--- config.mk ---
export PLATFORM = sky130hd
export DESIGN_NAME = sphere_contact_force
export DESIGN_NICKNAME = d
export VERILOG_FILES = /design/src/hw/rtl/scf_pkg.sv /design/src/hw/rtl/sphere_contact_force.sv
export SDC_FILE = /design/constraint.sdc
export NUM_CORES = 2
export LEC_CHECK = 0
export BUFFER_PORTS_ARGS = -buffer_cell sky130_fd_sc_hd__buf_2
export CORE_ASPECT_RATIO = 1.25
export CORE_MARGIN = 4
export CORE_UTILIZATION = 51
export DETAILED_ROUTE_END_ITERATION = 8
export PLACE_DENSITY = 0.74
export SKIP_CTS_REPAIR_TIMING = 1
export SYNTH_ARGS = -nofsm -noshare
export SYNTH_HDL_FRONTEND = slang
export SYNTH_SLANG_ARGS = --single-unit
--- constraint.sdc ---
create_clock -name clk -period 11.6 [get_ports clk]
set_clock_uncertainty 0.15 [all_clocks]
set_input_delay 0 -clock clk [delete_from_list [all_inputs] [get_ports clk]]
set_output_delay 0 -clock clk [all_outputs]
set_load 0.05 [all_outputs]
--- src/hw/rtl/scf_pkg.sv ---
// ----------------------------------------------------------------------------
// scf_pkg: shared types and constants of the sphere contact force block
// Register indexes, fixed field widths and the sequencer state encoding.
// ----------------------------------------------------------------------------
package scf_pkg;

  // Fixed widths of the radius and stiffness registers.
  localparam int RADIUS_BITS = 18;
  localparam int STIFF_BITS  = 16;

  // Millinewton scaling: force in mN = N/m * um / 1000.
  localparam int MILLI_DIV  = 1000;
  localparam int MILLI_BITS = 10;

  // Configuration port index width and register indexes.
  localparam int CFG_IDX_BITS = 3;
  localparam logic [CFG_IDX_BITS-1:0] REG_CENTER_X       = 3'd0;
  localparam logic [CFG_IDX_BITS-1:0] REG_CENTER_Y       = 3'd1;
  localparam logic [CFG_IDX_BITS-1:0] REG_CENTER_Z       = 3'd2;
  localparam logic [CFG_IDX_BITS-1:0] REG_CONTACT_RADIUS = 3'd3;
  localparam logic [CFG_IDX_BITS-1:0] REG_STIFFNESS      = 3'd4;

  // Reset values of the radius and stiffness registers.
  localparam logic [RADIUS_BITS-1:0] RADIUS_RESET = 18'd35000;
  localparam logic [STIFF_BITS-1:0]  STIFF_RESET  = 16'd1000;

  // Shared multiplier: the A operand is wide enough for pen*stiffness, B holds an 18-bit value.
  localparam int MUL_A_W = RADIUS_BITS + STIFF_BITS;
  localparam int MUL_B_W = RADIUS_BITS;
  localparam int PROD_W  = MUL_A_W + MUL_B_W;

  // Sum of three squares of values below 2^18.
  localparam int SUMSQ_W = 2 * RADIUS_BITS + 2;
  // Denominator length * 1000 with length below 2^18.
  localparam int DEN_W   = RADIUS_BITS + MILLI_BITS;

  typedef enum logic [11:0] {
    S_IDLE = 12'b0000_0000_0001,
    S_ABS  = 12'b0000_0000_0010,
    S_SQ   = 12'b0000_0000_0100,
    S_SQRT = 12'b0000_0000_1000,
    S_LEN  = 12'b0000_0001_0000,
    S_PS   = 12'b0000_0010_0000,
    S_DEN  = 12'b0000_0100_0000,
    S_NUM  = 12'b0000_1000_0000,
    S_DCHK = 12'b0001_0000_0000,
    S_DIV  = 12'b0010_0000_0000,
    S_FIN  = 12'b0100_0000_0000,
    S_OUT  = 12'b1000_0000_0000
  } scf_state_t;

endpackage

--- src/hw/rtl/sphere_contact_force.sv ---
// ----------------------------------------------------------------------------
// sphere_contact_force: penalty force of a tool pressing into a fixed sphere
// Iterative fixed-point datapath around one shared multiplier and a
// shift/subtract unit, run by a one-hot sequencer.
// ----------------------------------------------------------------------------
// Usage. Each input item on the in_ stream is one tool position sample
// (pos_x, pos_y, pos_z in micrometres). For every item exactly one result
// item leaves on the out_ stream: the force vector in millinewtons, the
// contact flag, the safety latch state and a saturation flag.
// The block works on one item at a time; in_tready is high only while it is
// idle. A far offset (some axis at or beyond the radius) goes straight to
// result packing, and a sample with no contact once the length is known
// skips the force arithmetic. The length takes 19 square-root steps, and
// each force component that is not clamped takes one restoring division of
// FORCE_BITS - 1 steps; a component that saturates skips its division.
// The result stays in the output register until out_tready is high; while
// the receiver stalls no new item is taken. The block is ready again in the
// cycle after the result is taken.
// Reset (rst_n low, synchronous) drops out_tvalid, returns the sequencer to
// idle, loads the register defaults and arms the safety latch, which holds
// the force at zero until the first sample without contact. A register write
// takes effect at once, so registers are to be written only while no item is
// in flight; this is a rule for the user, and the block does not enforce it.
// ----------------------------------------------------------------------------
module sphere_contact_force #(
  parameter int POS_BITS   = 19,
  parameter int FORCE_BITS = 21,
  localparam int IN_W  = ((3 * POS_BITS + 7) / 8) * 8,
  localparam int OUT_W = ((3 * FORCE_BITS + 3 + 7) / 8) * 8,
  localparam int CFG_W = (POS_BITS > scf_pkg::RADIUS_BITS) ? POS_BITS : scf_pkg::RADIUS_BITS
) (
  input  logic                              clk,
  input  logic                              rst_n,
  // Input stream. tdata: pos_x, pos_y, pos_z (POS_BITS each, signed), zero pad.
  input  logic                              in_tvalid,
  output logic                              in_tready,
  input  logic [IN_W-1:0]                   in_tdata,
  // Result stream. tdata: force_x, force_y, force_z (FORCE_BITS each,
  // signed), in_contact, output_enabled, saturated, zero pad.
  output logic                              out_tvalid,
  input  logic                              out_tready,
  output logic [OUT_W-1:0]                  out_tdata,
  // Configuration write port.
  input  logic                              cfg_wr_en,
  input  logic [scf_pkg::CFG_IDX_BITS-1:0]  cfg_index,
  input  logic [CFG_W-1:0]                  cfg_wdata
);

  localparam int D_W   = POS_BITS + 1;
  localparam int MAG_W = (D_W > scf_pkg::RADIUS_BITS) ? D_W : scf_pkg::RADIUS_BITS;
  localparam int Q_W   = FORCE_BITS - 1;
  localparam int HI_W  = scf_pkg::PROD_W - Q_W;
  localparam int CMP_W = (HI_W > scf_pkg::DEN_W) ? HI_W : scf_pkg::DEN_W;
  localparam int CNT_W = $clog2(Q_W);
  localparam int RB    = scf_pkg::RADIUS_BITS;
  localparam int SW    = scf_pkg::SUMSQ_W;
  localparam int DW    = scf_pkg::DEN_W;

  localparam logic [SW-1:0]    SQRT_TOP   = SW'(1) << (SW - 2);
  localparam logic [CNT_W-1:0] DIV_LAST   = CNT_W'(Q_W - 1);
  localparam logic [1:0]       LAST_AXIS  = 2'd2;

  // Configuration registers.
  logic signed [POS_BITS-1:0] center_r [3];
  logic [RB-1:0]              radius_r;
  logic [scf_pkg::STIFF_BITS-1:0] stiff_r;

  // Sequencer and datapath registers.
  scf_pkg::scf_state_t state_r, state_nxt;
  logic                safety_r, safety_nxt;
  logic signed [D_W-1:0] d_r [3];
  logic signed [D_W-1:0] d_nxt [3];
  logic [MAG_W-1:0]    mag_r [3];
  logic [MAG_W-1:0]    mag_nxt [3];
  logic                neg_r [3];
  logic                neg_nxt [3];
  logic [1:0]          idx_r, idx_nxt;
  logic [SW-1:0]       acc_r, acc_nxt;
  logic [SW-1:0]       root_r, root_nxt;
  logic [SW-1:0]       bit_r, bit_nxt;
  logic [RB-1:0]       len_r, len_nxt;
  logic [RB-1:0]       pen_r, pen_nxt;
  logic                contact_r, contact_nxt;
  logic [scf_pkg::MUL_A_W-1:0] ps_r, ps_nxt;
  logic [DW-1:0]       den_r, den_nxt;
  logic [scf_pkg::PROD_W-1:0] num_r, num_nxt;
  logic [DW-1:0]       rem_r, rem_nxt;
  logic [Q_W-1:0]      nq_r, nq_nxt;
  logic [CNT_W-1:0]    cnt_r, cnt_nxt;
  logic [Q_W-1:0]      q_r [3];
  logic [Q_W-1:0]      q_nxt [3];
  logic                sat_r, sat_nxt;
  logic                out_valid_r, out_valid_nxt;
  logic [OUT_W-1:0]    out_data_r, out_data_nxt;

  // Combinational helpers.
  logic signed [POS_BITS-1:0] pos [3];
  logic [D_W-1:0]      mag_abs [3];
  logic                far;
  logic [scf_pkg::MUL_A_W-1:0] mul_a;
  logic [scf_pkg::MUL_B_W-1:0] mul_b;
  logic [scf_pkg::PROD_W-1:0]  prod;
  logic [SW:0]         trial;
  logic [CMP_W-1:0]    num_hi;
  logic [DW:0]         shifted;
  logic                qbit;
  logic [FORCE_BITS-1:0] fmag [3];
  logic [FORCE_BITS-1:0] force_v [3];

  assign in_tready  = (state_r == scf_pkg::S_IDLE);
  assign out_tvalid = out_valid_r;
  assign out_tdata  = out_data_r;

  // Unpack the sample and form the absolute offsets with the far test.
  always_comb begin
    far = 1'b0;
    for (int i = 0; i < 3; i++) begin
      pos[i]     = in_tdata[i*POS_BITS +: POS_BITS];
      mag_abs[i] = d_r[i][D_W-1] ? (~d_r[i] + D_W'(1)) : d_r[i];
      if (MAG_W'(mag_abs[i]) >= MAG_W'(radius_r)) begin
        far = 1'b1;
      end
    end
  end

  // Operand selection for the shared multiplier. The product is always
  // registered before it is used by a later step.
  always_comb begin
    unique case (state_r)
      scf_pkg::S_SQ: begin
        mul_a = scf_pkg::MUL_A_W'(mag_r[idx_r][RB-1:0]);
        mul_b = mag_r[idx_r][RB-1:0];
      end
      scf_pkg::S_PS: begin
        mul_a = scf_pkg::MUL_A_W'(stiff_r);
        mul_b = pen_r;
      end
      scf_pkg::S_DEN: begin
        mul_a = scf_pkg::MUL_A_W'(scf_pkg::MILLI_DIV);
        mul_b = len_r;
      end
      scf_pkg::S_NUM: begin
        mul_a = ps_r;
        mul_b = mag_r[idx_r][RB-1:0];
      end
      default: begin
        mul_a = '0;
        mul_b = '0;
      end
    endcase
    prod = scf_pkg::PROD_W'(mul_a) * scf_pkg::PROD_W'(mul_b);
  end

  // Square-root step, division checks and one restoring division step.
  always_comb begin
    trial   = {1'b0, root_r} + {1'b0, bit_r};
    num_hi  = CMP_W'(num_r[scf_pkg::PROD_W-1:Q_W]);
    shifted = {rem_r, nq_r[Q_W-1]};
    qbit    = (shifted >= {1'b0, den_r});
  end

  // Signed force components; result packing zeroes them unless in contact with the latch released.
  always_comb begin
    for (int i = 0; i < 3; i++) begin
      fmag[i]    = {1'b0, q_r[i]};
      force_v[i] = neg_r[i] ? (~fmag[i] + FORCE_BITS'(1)) : fmag[i];
    end
  end

  // Sequencer.
  always_comb begin
    state_nxt     = state_r;
    safety_nxt    = safety_r;
    idx_nxt       = idx_r;
    acc_nxt       = acc_r;
    root_nxt      = root_r;
    bit_nxt       = bit_r;
    len_nxt       = len_r;
    pen_nxt       = pen_r;
    contact_nxt   = contact_r;
    ps_nxt        = ps_r;
    den_nxt       = den_r;
    num_nxt       = num_r;
    rem_nxt       = rem_r;
    nq_nxt        = nq_r;
    cnt_nxt       = cnt_r;
    sat_nxt       = sat_r;
    out_valid_nxt = out_valid_r;
    out_data_nxt  = out_data_r;
    for (int i = 0; i < 3; i++) begin
      d_nxt[i]   = d_r[i];
      mag_nxt[i] = mag_r[i];
      neg_nxt[i] = neg_r[i];
      q_nxt[i]   = q_r[i];
    end

    unique case (state_r)
      scf_pkg::S_IDLE: begin
        if (in_tvalid) begin
          for (int i = 0; i < 3; i++) begin
            d_nxt[i] = $signed({pos[i][POS_BITS-1], pos[i]})
                     - $signed({center_r[i][POS_BITS-1], center_r[i]});
          end
          sat_nxt     = 1'b0;
          contact_nxt = 1'b0;
          state_nxt   = scf_pkg::S_ABS;
        end
      end

      scf_pkg::S_ABS: begin
        for (int i = 0; i < 3; i++) begin
          mag_nxt[i] = MAG_W'(mag_abs[i]);
          neg_nxt[i] = d_r[i][D_W-1];
        end
        idx_nxt   = '0;
        acc_nxt   = '0;
        state_nxt = far ? scf_pkg::S_FIN : scf_pkg::S_SQ;
      end

      // Multiply-accumulate of the three squared offsets.
      scf_pkg::S_SQ: begin
        acc_nxt = acc_r + prod[SW-1:0];
        if (idx_r == LAST_AXIS) begin
          root_nxt  = '0;
          bit_nxt   = SQRT_TOP;
          state_nxt = scf_pkg::S_SQRT;
        end else begin
          idx_nxt = idx_r + 2'd1;
        end
      end

      // One digit of the integer square root per cycle.
      scf_pkg::S_SQRT: begin
        if ({1'b0, acc_r} >= trial) begin
          acc_nxt  = acc_r - trial[SW-1:0];
          root_nxt = (root_r >> 1) + bit_r;
        end else begin
          root_nxt = root_r >> 1;
        end
        bit_nxt = bit_r >> 2;
        if (bit_r[0]) begin
          state_nxt = scf_pkg::S_LEN;
        end
      end

      scf_pkg::S_LEN: begin
        contact_nxt = (root_r != '0) && (root_r < SW'(radius_r));
        len_nxt     = root_r[RB-1:0];
        pen_nxt     = radius_r - root_r[RB-1:0];
        state_nxt   = contact_nxt ? scf_pkg::S_PS : scf_pkg::S_FIN;
      end

      scf_pkg::S_PS: begin
        ps_nxt    = prod[scf_pkg::MUL_A_W-1:0];
        state_nxt = scf_pkg::S_DEN;
      end

      scf_pkg::S_DEN: begin
        den_nxt   = prod[DW-1:0];
        idx_nxt   = '0;
        state_nxt = scf_pkg::S_NUM;
      end

      scf_pkg::S_NUM: begin
        num_nxt   = prod;
        state_nxt = scf_pkg::S_DCHK;
      end

      // A quotient of 2^Q_W or more is clamped without dividing.
      scf_pkg::S_DCHK: begin
        if (num_hi >= CMP_W'(den_r)) begin
          q_nxt[idx_r] = '1;
          sat_nxt      = 1'b1;
          if (idx_r == LAST_AXIS) begin
            state_nxt = scf_pkg::S_FIN;
          end else begin
            idx_nxt   = idx_r + 2'd1;
            state_nxt = scf_pkg::S_NUM;
          end
        end else begin
          rem_nxt   = num_hi[DW-1:0];
          nq_nxt    = num_r[Q_W-1:0];
          cnt_nxt   = DIV_LAST;
          state_nxt = scf_pkg::S_DIV;
        end
      end

      // Restoring division: the dividend shifts out of nq_r as the quotient
      // shifts in.
      scf_pkg::S_DIV: begin
        rem_nxt = qbit ? (shifted[DW-1:0] - den_r) : shifted[DW-1:0];
        nq_nxt  = {nq_r[Q_W-2:0], qbit};
        cnt_nxt = cnt_r - CNT_W'(1);
        if (cnt_r == '0) begin
          q_nxt[idx_r] = nq_nxt;
          if (idx_r == LAST_AXIS) begin
            state_nxt = scf_pkg::S_FIN;
          end else begin
            idx_nxt   = idx_r + 2'd1;
            state_nxt = scf_pkg::S_NUM;
          end
        end
      end

      // Safety latch update and result packing.
      scf_pkg::S_FIN: begin
        safety_nxt   = safety_r | ~contact_r;
        out_data_nxt = '0;
        for (int i = 0; i < 3; i++) begin
          out_data_nxt[i*FORCE_BITS +: FORCE_BITS] =
            (contact_r && safety_nxt) ? force_v[i] : '0;
        end
        out_data_nxt[3*FORCE_BITS]     = contact_r;
        out_data_nxt[3*FORCE_BITS + 1] = safety_nxt;
        out_data_nxt[3*FORCE_BITS + 2] = sat_r;
        out_valid_nxt = 1'b1;
        state_nxt     = scf_pkg::S_OUT;
      end

      scf_pkg::S_OUT: begin
        if (out_tready) begin
          out_valid_nxt = 1'b0;
          state_nxt     = scf_pkg::S_IDLE;
        end
      end

      default: begin
        out_valid_nxt = 1'b0;
        state_nxt     = scf_pkg::S_IDLE;
      end
    endcase
  end

  // Control state.
  always_ff @(posedge clk) begin
    if (!rst_n) begin
      state_r     <= scf_pkg::S_IDLE;
      safety_r    <= 1'b0;
      out_valid_r <= 1'b0;
    end else begin
      state_r     <= state_nxt;
      safety_r    <= safety_nxt;
      out_valid_r <= out_valid_nxt;
    end
  end

  // Datapath registers.
  always_ff @(posedge clk) begin
    idx_r      <= idx_nxt;
    acc_r      <= acc_nxt;
    root_r     <= root_nxt;
    bit_r      <= bit_nxt;
    len_r      <= len_nxt;
    pen_r      <= pen_nxt;
    contact_r  <= contact_nxt;
    ps_r       <= ps_nxt;
    den_r      <= den_nxt;
    num_r      <= num_nxt;
    rem_r      <= rem_nxt;
    nq_r       <= nq_nxt;
    cnt_r      <= cnt_nxt;
    sat_r      <= sat_nxt;
    out_data_r <= out_data_nxt;
    for (int i = 0; i < 3; i++) begin
      d_r[i]   <= d_nxt[i];
      mag_r[i] <= mag_nxt[i];
      neg_r[i] <= neg_nxt[i];
      q_r[i]   <= q_nxt[i];
    end
  end

  // Configuration registers; writes to unknown indexes are dropped.
  always_ff @(posedge clk) begin
    if (!rst_n) begin
      center_r[0] <= '0;
      center_r[1] <= '0;
      center_r[2] <= '0;
      radius_r    <= scf_pkg::RADIUS_RESET;
      stiff_r     <= scf_pkg::STIFF_RESET;
    end else if (cfg_wr_en) begin
      unique case (cfg_index)
        scf_pkg::REG_CENTER_X:       center_r[0] <= cfg_wdata[POS_BITS-1:0];
        scf_pkg::REG_CENTER_Y:       center_r[1] <= cfg_wdata[POS_BITS-1:0];
        scf_pkg::REG_CENTER_Z:       center_r[2] <= cfg_wdata[POS_BITS-1:0];
        scf_pkg::REG_CONTACT_RADIUS: radius_r    <= cfg_wdata[RB-1:0];
        scf_pkg::REG_STIFFNESS:      stiff_r     <= cfg_wdata[scf_pkg::STIFF_BITS-1:0];
        default: ;
      endcase
    end
  end

endmodule

## Word-level counts from Yosys, hierarchy flattened

Memory sizes are Yosys's and may differ from the RTL's. A register that Yosys moved wholly into a read port is not among the register bits.
Index checks and enable logic that the tools add are counted.

- Add/subtract/negate cells: 17
- $mul: 1
- $lt $le $gt $ge: 9
- Eq/ne operators: 26
- Muxes and demuxes: 72
- Bitwise operators: 14
- Reduce and logical (&&, ||, !) cells: 28

Operators by type and width:

| operator | number |
|---|---|
| $mux W60 | 5 |
| $mux W20 | 8 |
| $mux W38 | 4 |
| $pmux W38 S2 | 2 |
| $pmux W12 S12 | 1 |
| $pmux W34 S4 | 1 |
| $pmux W60 S2 | 1 |
| $pmux W38 S3 | 1 |
| $mux W12 | 6 |
| $add A21 B1 Y21 const B | 3 |
| $not A20 Y21 | 3 |
| $add A20 B2 Y20 const B | 3 |
| $bwmux W60 | 1 |
| $ge A20 B18 Y1 | 3 |
| $not A20 Y20 | 3 |
| $or A60 B60 Y60 | 1 |
| $sub A19 B19 Y20 | 3 |
| $mux W19 | 3 |
| $mux W28 | 2 |
| $pmux W28 S2 | 1 |
| $pmux W18 S3 | 1 |
| $mul A34 B18 Y52 | 1 |
| $demux W20 S2 | 1 |
| $pmux W20 S2 | 1 |
| other kinds (56) | 108 |

- Register bits after elaboration: 435
- RAM bits: 240
- Input port bits: 91
- Output and inout port bits: 74
- Logic and storage cells: 196
- Memories: 5

Memories:

| memory | words | width | rd ports | clocked after Yosys merged registers in | wr ports | line | RTL |
|---|---|---|---|---|---|---|---|
| d_r | 3 | 20 | 3 | 0 | 3 | sphere_contact_force.sv:71 | `logic signed [D_W-1:0] d_r [3];` |
| mag_r | 3 | 20 | 1 | 1 | 3 | sphere_contact_force.sv:73 | `logic [MAG_W-1:0] mag_r [3];` |
| q_r | 3 | 20 | 3 | 0 | 3 | sphere_contact_force.sv:90 | `logic [Q_W-1:0] q_r [3];` |
| center_r | 3 | 19 | 3 | 0 | 3 | sphere_contact_force.sv:64 | `logic signed [POS_BITS-1:0] center_r [3];` |
| neg_r | 3 | 1 | 3 | 0 | 3 | sphere_contact_force.sv:75 | `logic neg_r [3];` |

## Logic depth before layout (Yosys ltp)

An unclocked memory read counts as a cell.

- Word-level depth: 10
- Gate-level depth with buffers: 49
- Gate-level depth less buffers: 45

## Least setup slack after synthesis

OpenSTA, ideal clock, no wires.

- Kind: register to register
- From: reg state_r[4]
- To: reg acc_r[36] (data pin)
- Setup time: 266 ps
- Data arrival time: 11044 ps
- Data required time: 11184 ps
- Path slack: 140 ps
- Stages on the path, launching flop included: 41
- Buffers on the path: 5
- Period minus slack after synthesis: 11460 ps
- Cells stage by stage: dfxtp_1 nor4_1 and3_1 and3_1 clkbuf_1 clkbuf_1 clkbuf_1 buf_1 nand2_1 nor2_1 fa_1 inv_1 fa_1 inv_1 fa_1 inv_1 fa_1 fa_1 (+5 left out) a21oi_1 o211ai_1 a31oi_1 o211ai_1 a2111oi_2 nand4_2 xor2_1 o21ai_0 ha_1 and2_1 a221o_1 a2bb2oi_1 a31oi_1 o2111ai_1 nand2_1 o41ai_1 xor2_1 nor2_1

- Word-level cells in the longest chain between the ends: 6
- Elaborated cells on any way between the ends: 12
- Classes of those cells: add/sub (1); mul (1); eq/ne (6); mux (3); reduce/logical (1)

RTL lines:

| item | line | RTL |
|---|---|---|
| from (decl) | sphere_contact_force.sv:69 | `scf_pkg::scf_state_t state_r, state_nxt;` |
| from (signal assigned) | sphere_contact_force.sv:337 | `state_r <= scf_pkg::S_IDLE;` |
| from (signal assigned) | sphere_contact_force.sv:341 | `state_r <= state_nxt;` |
| $eq A12 B3 Y1 or $eq A12 B8 Y1 (tied branches) | sphere_contact_force.sv:129, sphere_contact_force.sv:197 |  |
| $reduce_or A2 Y1 (no source line) | -- |  |
| $pmux W18 S3 | sphere_contact_force.sv:129 | `unique case (state_r)` |
| $mul A34 B18 Y52 | sphere_contact_force.sv:151 | `prod = scf_pkg::PROD_W'(mul_a) * scf_pkg::PROD_W'(mul_b);` |
| $add A38 B38 Y38 | sphere_contact_force.sv:222 | `acc_nxt = acc_r + prod[SW-1:0];` |
| $pmux W38 S3 (*) | sphere_contact_force.sv:197 | `unique case (state_r)` |
| to (signal assigned) | sphere_contact_force.sv:350 | `acc_r <= acc_nxt;` |
| to (decl) | sphere_contact_force.sv:78 | `logic [SW-1:0] acc_r, acc_nxt;` |

Every way passes the cells marked *; elsewhere a longest branch is shown, timed or not.
A chain may end at the register's enable or synchronous reset.

## Worst setup path in the final report

- From: reg state_r[7]
- To: reg acc_r[37] (data pin)

- Word-level cells in the longest chain between the ends: 6
- Elaborated cells on any way between the ends: 12
- Classes of those cells: add/sub (1); mul (1); eq/ne (6); mux (3); reduce/logical (1)

RTL lines:

| item | line | RTL |
|---|---|---|
| $eq A12 B3 Y1 or $eq A12 B8 Y1 (tied branches) | sphere_contact_force.sv:129 |  |
| $reduce_or A2 Y1 (no source line) | -- |  |
| $pmux W18 S3 | sphere_contact_force.sv:129 |  |
| $mul A34 B18 Y52 (*) | sphere_contact_force.sv:151 |  |
| net prod, one bit | sphere_contact_force.sv:102 | `logic [scf_pkg::PROD_W-1:0] prod;` |
| $add A38 B38 Y38 (*) | sphere_contact_force.sv:222 |  |
| $pmux W38 S3 (*) | sphere_contact_force.sv:197 |  |

Mark *: on every way through the listed nets, which the timed path passes. The rest lies on a longest branch.

==> summary.md <==
| Metric | Value |
|---|---|
| Post-synthesis sequential area ratio | 32.3% |
| Post-synth top cells | 854 x nand2_1, 822 x inv_1, 643 x nor2_1 |
| Die Y | 388 µm |
| Top-area cell type share of the netlist area | 30.6% |
| Clk_lat worst skew | 0.66 ns |
| R2R cell count | 38 |
| Tcrit/Tclk final | 96.0% |
| Congestion Overflow GR | 0 |
| GP Congestion | 1.03 |
| Crit path largest cell delay | 0.65 ns |
| Post-synth EDFFs | 602 |
| Critical Path Stages | 38 |
| Reg clk slew, reported paths | 0.06 ns |
| Final Hold Vio Count | 1 |
| Met1 Use GR | 33.1% |
| Setup TNS | 0 ns |
| Clock sink total | 652 |
| Synth Flop Type | edfxtp_1 |
| Root Buffer | clkbuf_16 |
| Nets | 7540 |
| VDD IR max | 133 µV |
| Part of the power in registers | 45.0% |
| GRT Util Overall | 27.3% |
| Final Setup Violations | 0 |
| Placed cell count | 7823 |
| Actual slew at the worst max-slew pin | 1.19 ns |
| Post-DR wirelength/cell | 20.9 µm |
| Max-Cap Viols | 0 |
| WP data arrival | 11.36 ns |
| Synth async-reset ratio | 0% |
| Initial antenna violation count | 6 |
| Ports | 165 |
| YS warnings | 0 |
| Setup CP Type | reg2reg |
| Dpl hpwl | 131000 µm |
| Worst Path Max Fanout | 21 |
| Leakage | 28.8 nW |
| GR Util met2 | 46.8% |
| 1st-pass router iterations | 5 |
| R2R Path End | acc_r[37] |
| Largest net degree at the start of global routing | 111 |
| Initial Utilization | 51.3% |
| First-pass GRT wire length | 261000 µm |
| DR iter-0 viols | 4148 |
| Min-delay worst type | in2reg |
| Fill count | 9615 |
| Layout cells sized above 1 | 8.98% |
| Area of the core | 115000 µm² |
| CP top delay family | adder cells |
| Syn avg cell area | 9.54 µm² |
| Area grow syn2layout | 12.1% |
| PD cells | 92.2 nW/µm² |
| Clock power share | 41.6% |
| Top cells by area, synth | edfxtp_1 31%, fa_1 18%, ha_1 9.6%, nand2_1 5.4%, inv_1 5.2% |
| Final WS setup | 0.464 ns |
| Post-Layout Cell Count | 8093 |
| Max-slew violation total from the final report | 0 |
| Tmin final | 11.14 ns |
| Flop-to-flop setup slack | 0.46 ns |
| CP required | 11.82 ns |
| CP Buf/Inv Count | 6 |
| TritonCTS clock tree | yes |
| Comb power frac | 13.3% |
| Via count | 46800 |
| Fmax | 89.8 MHz |
| Netlist cell types | 122 |
| DRC errors left | 0 |
| PortBufs | 151 |
| Status | finished with violations |
| Drt via density | 5.78 |
| CP endpoint | acc_r[37] |
| Cells after Synth | 6183 |
| P_sw | 1.58 mW |
| H-tree depth | 3 |
| CP max-delay cell | dfxtp_1 |
| Count leader, synth | nand2_1 |
| Min Hold Slack | -0.00527 ns |
| Area leader, netlist | edfxtp_1 |
| Clock Path Buffers | 3 |
| M3 GR Usage | 5.74% |
| Nature of the critical path startpoint | flop |
| Failing checks | hold timing |
| Power, Total | 6.10 mW |
| Pre-CTS setup slack | 0.370 ns |
| Critical Path Source | state_r[7] |
| # rows | 139 |
| Overall die width | 312 µm |
| Area of the mapped netlist | 59000 µm² |
| Internal cell power | 4.52 mW |
| Sw frac | 25.9% |
| Most used cell, CP | fa_1 |
| Synthesized flop and latch total | 652 |
| Launch point of the worst reg-to-reg path | state_r[7] |
| Die area | 121000 µm² |
| RSZ-0062 raised after global routing | yes |
| Final wirelength | 169000 µm |
| Rel. slew slack | 19.9% |
| CTS buffer count | 73 |
| Critical Path End Type | flop |
| Final ANT Viol Nets | 0 |
| Vias in the first global route | 47100 |
| GR peak layer | met2 |
-- state kept, by name, indices dropped and copies added, names as in the netlist, 2 cells and up, named ones only --
name,cells
acc_r,38
bit_r,19
center_r,57
cnt_r,5
d_r,60
den_r,28
idx_r,2
len_r,18
mag_r,54
neg_r,3
nq_r,20
num_r,52
out_tdata,66
pen_r,18
ps_r,34
q_r,60
radius_r,18
rem_r,28
root_r,38
state_r,12
stiff_r,16
-- layer usage --
metal,up-vias,wire length [µm]
li1,21400,-
met1,22800,62600
met2,2049,81900
met3,574,15000
met4,0,10000
met5,-,0
-- per-stage QoR --
stage,hold slack (ns),utilization [%],cell area [µm²]
floorplan,-0.0258,-,59000
global placement,0.146,54.0,62100
detailed placement,0.150,54.0,62100
CTS,-0.532,56.3,64700
global route,0.0324,57.6,66200
finish,-0.00527,57.6,66200
-- cells by family after synthesis --
group           Yosys count  share of synthesized area, %
simple gates           2066                          15.7
compound gates         1051                          11.8
buf+inv                1047                          6.86
fa+ha+maj               972                          27.2
flops                   652                          32.3
xor+xnor                327                          4.90
mux                      67                          1.15
other cells               1                       0.00635
-- layout by cell type, fill, tap and decap left out, drive strengths merged, types with 24 or more instances in the layout --
cell         synthesis  routed
fa                 518     518
o21ai              264     264
clkbuf             195      91
and3                21      24
xor2               137     137
or3                 42      42
ha                 454     454
a31oi               43      43
mux2i               59      59
and2               100     100
buf                 25     311
nor2b               51      51
a21boi              63      63
a21oi              247     247
nand2b              45      45
dlygate4sd3          0     122
a21o                98      98
nand2              854     854
edfxtp             602     602
nand3               84      84
clkinv               2      26
nor3                77      77
o21a                44      44
dfxtp               50      50
nand4               42      42
o31ai               37      37
nor2               644     644
a211oi              49      49
xnor2              190     190
nor4                29      29
inv                823     829
-- power by group through the flow --
| stage | Clock [mW] | Combinational [mW] | Sequential [mW] |
|---|---|---|---|
| 3_3_place_gp | 0 | 0.704 | 2.79 |
| 3_5_place_dp | 0 | 0.729 | 2.79 |
| 2_1_floorplan | 0 | 0.519 | 2.78 |
| 6_report | 2.54 | 0.814 | 2.75 |
| 4_1_cts | 2.57 | 0.738 | 2.74 |
| 5_1_grt | 2.67 | 0.895 | 2.75 |
-- worst min-delay path by stage --
| stage | startpoint | end | slack [ns] | cells after the start |
|---|---|---|---|---|
| 4_1_cts | cfg_wdata[17] | radius_r[17] | -0.53 | 3 |
| 6_report | in_tdata[29] | d_r[0][30] | -0.005 | 5 |
| 5_1_grt | in_tdata[29] | d_r[0][30] | 0.03 | 5 |
| 2_1_floorplan | cfg_wdata[7] | stiff_r[7] | -0.03 | 2 |
| 3_5_place_dp | cfg_wdata[17] | radius_r[17] | 0.15 | 3 |
| 3_3_place_gp | cfg_wdata[17] | radius_r[17] | 0.15 | 3 |
-- worst reg2reg max path: cells and delay by family, from the launching register on --
kind	cells	cell delay [ns]
flip-flops	1	0.65
XOR/XNOR	1	0.16
AO/OA/AOI/OAI	13	3.69
buffers and inverters	6	0.72
AND/OR/NAND/NOR	10	1.71
adder cells (fa/ha/maj)	8	3.77
-- layout make-up --
cell class / instances / area, µm² / area share [%]
timing repair buffer: 433 / 3240 / 4.90
tap: 1551 / 1940 / 2.93
multi-input combinational: 4492 / 36200 / 54.7
antenna: 4 / 10.0 / 0.0151
clock inverter: 45 / 616 / 0.930
sequential: 652 / 19100 / 28.8
clock buffer: 91 / 2020 / 3.05
inverter: 825 / 3100 / 4.69
No activity file was read; power rests on OpenSTA's default activity.
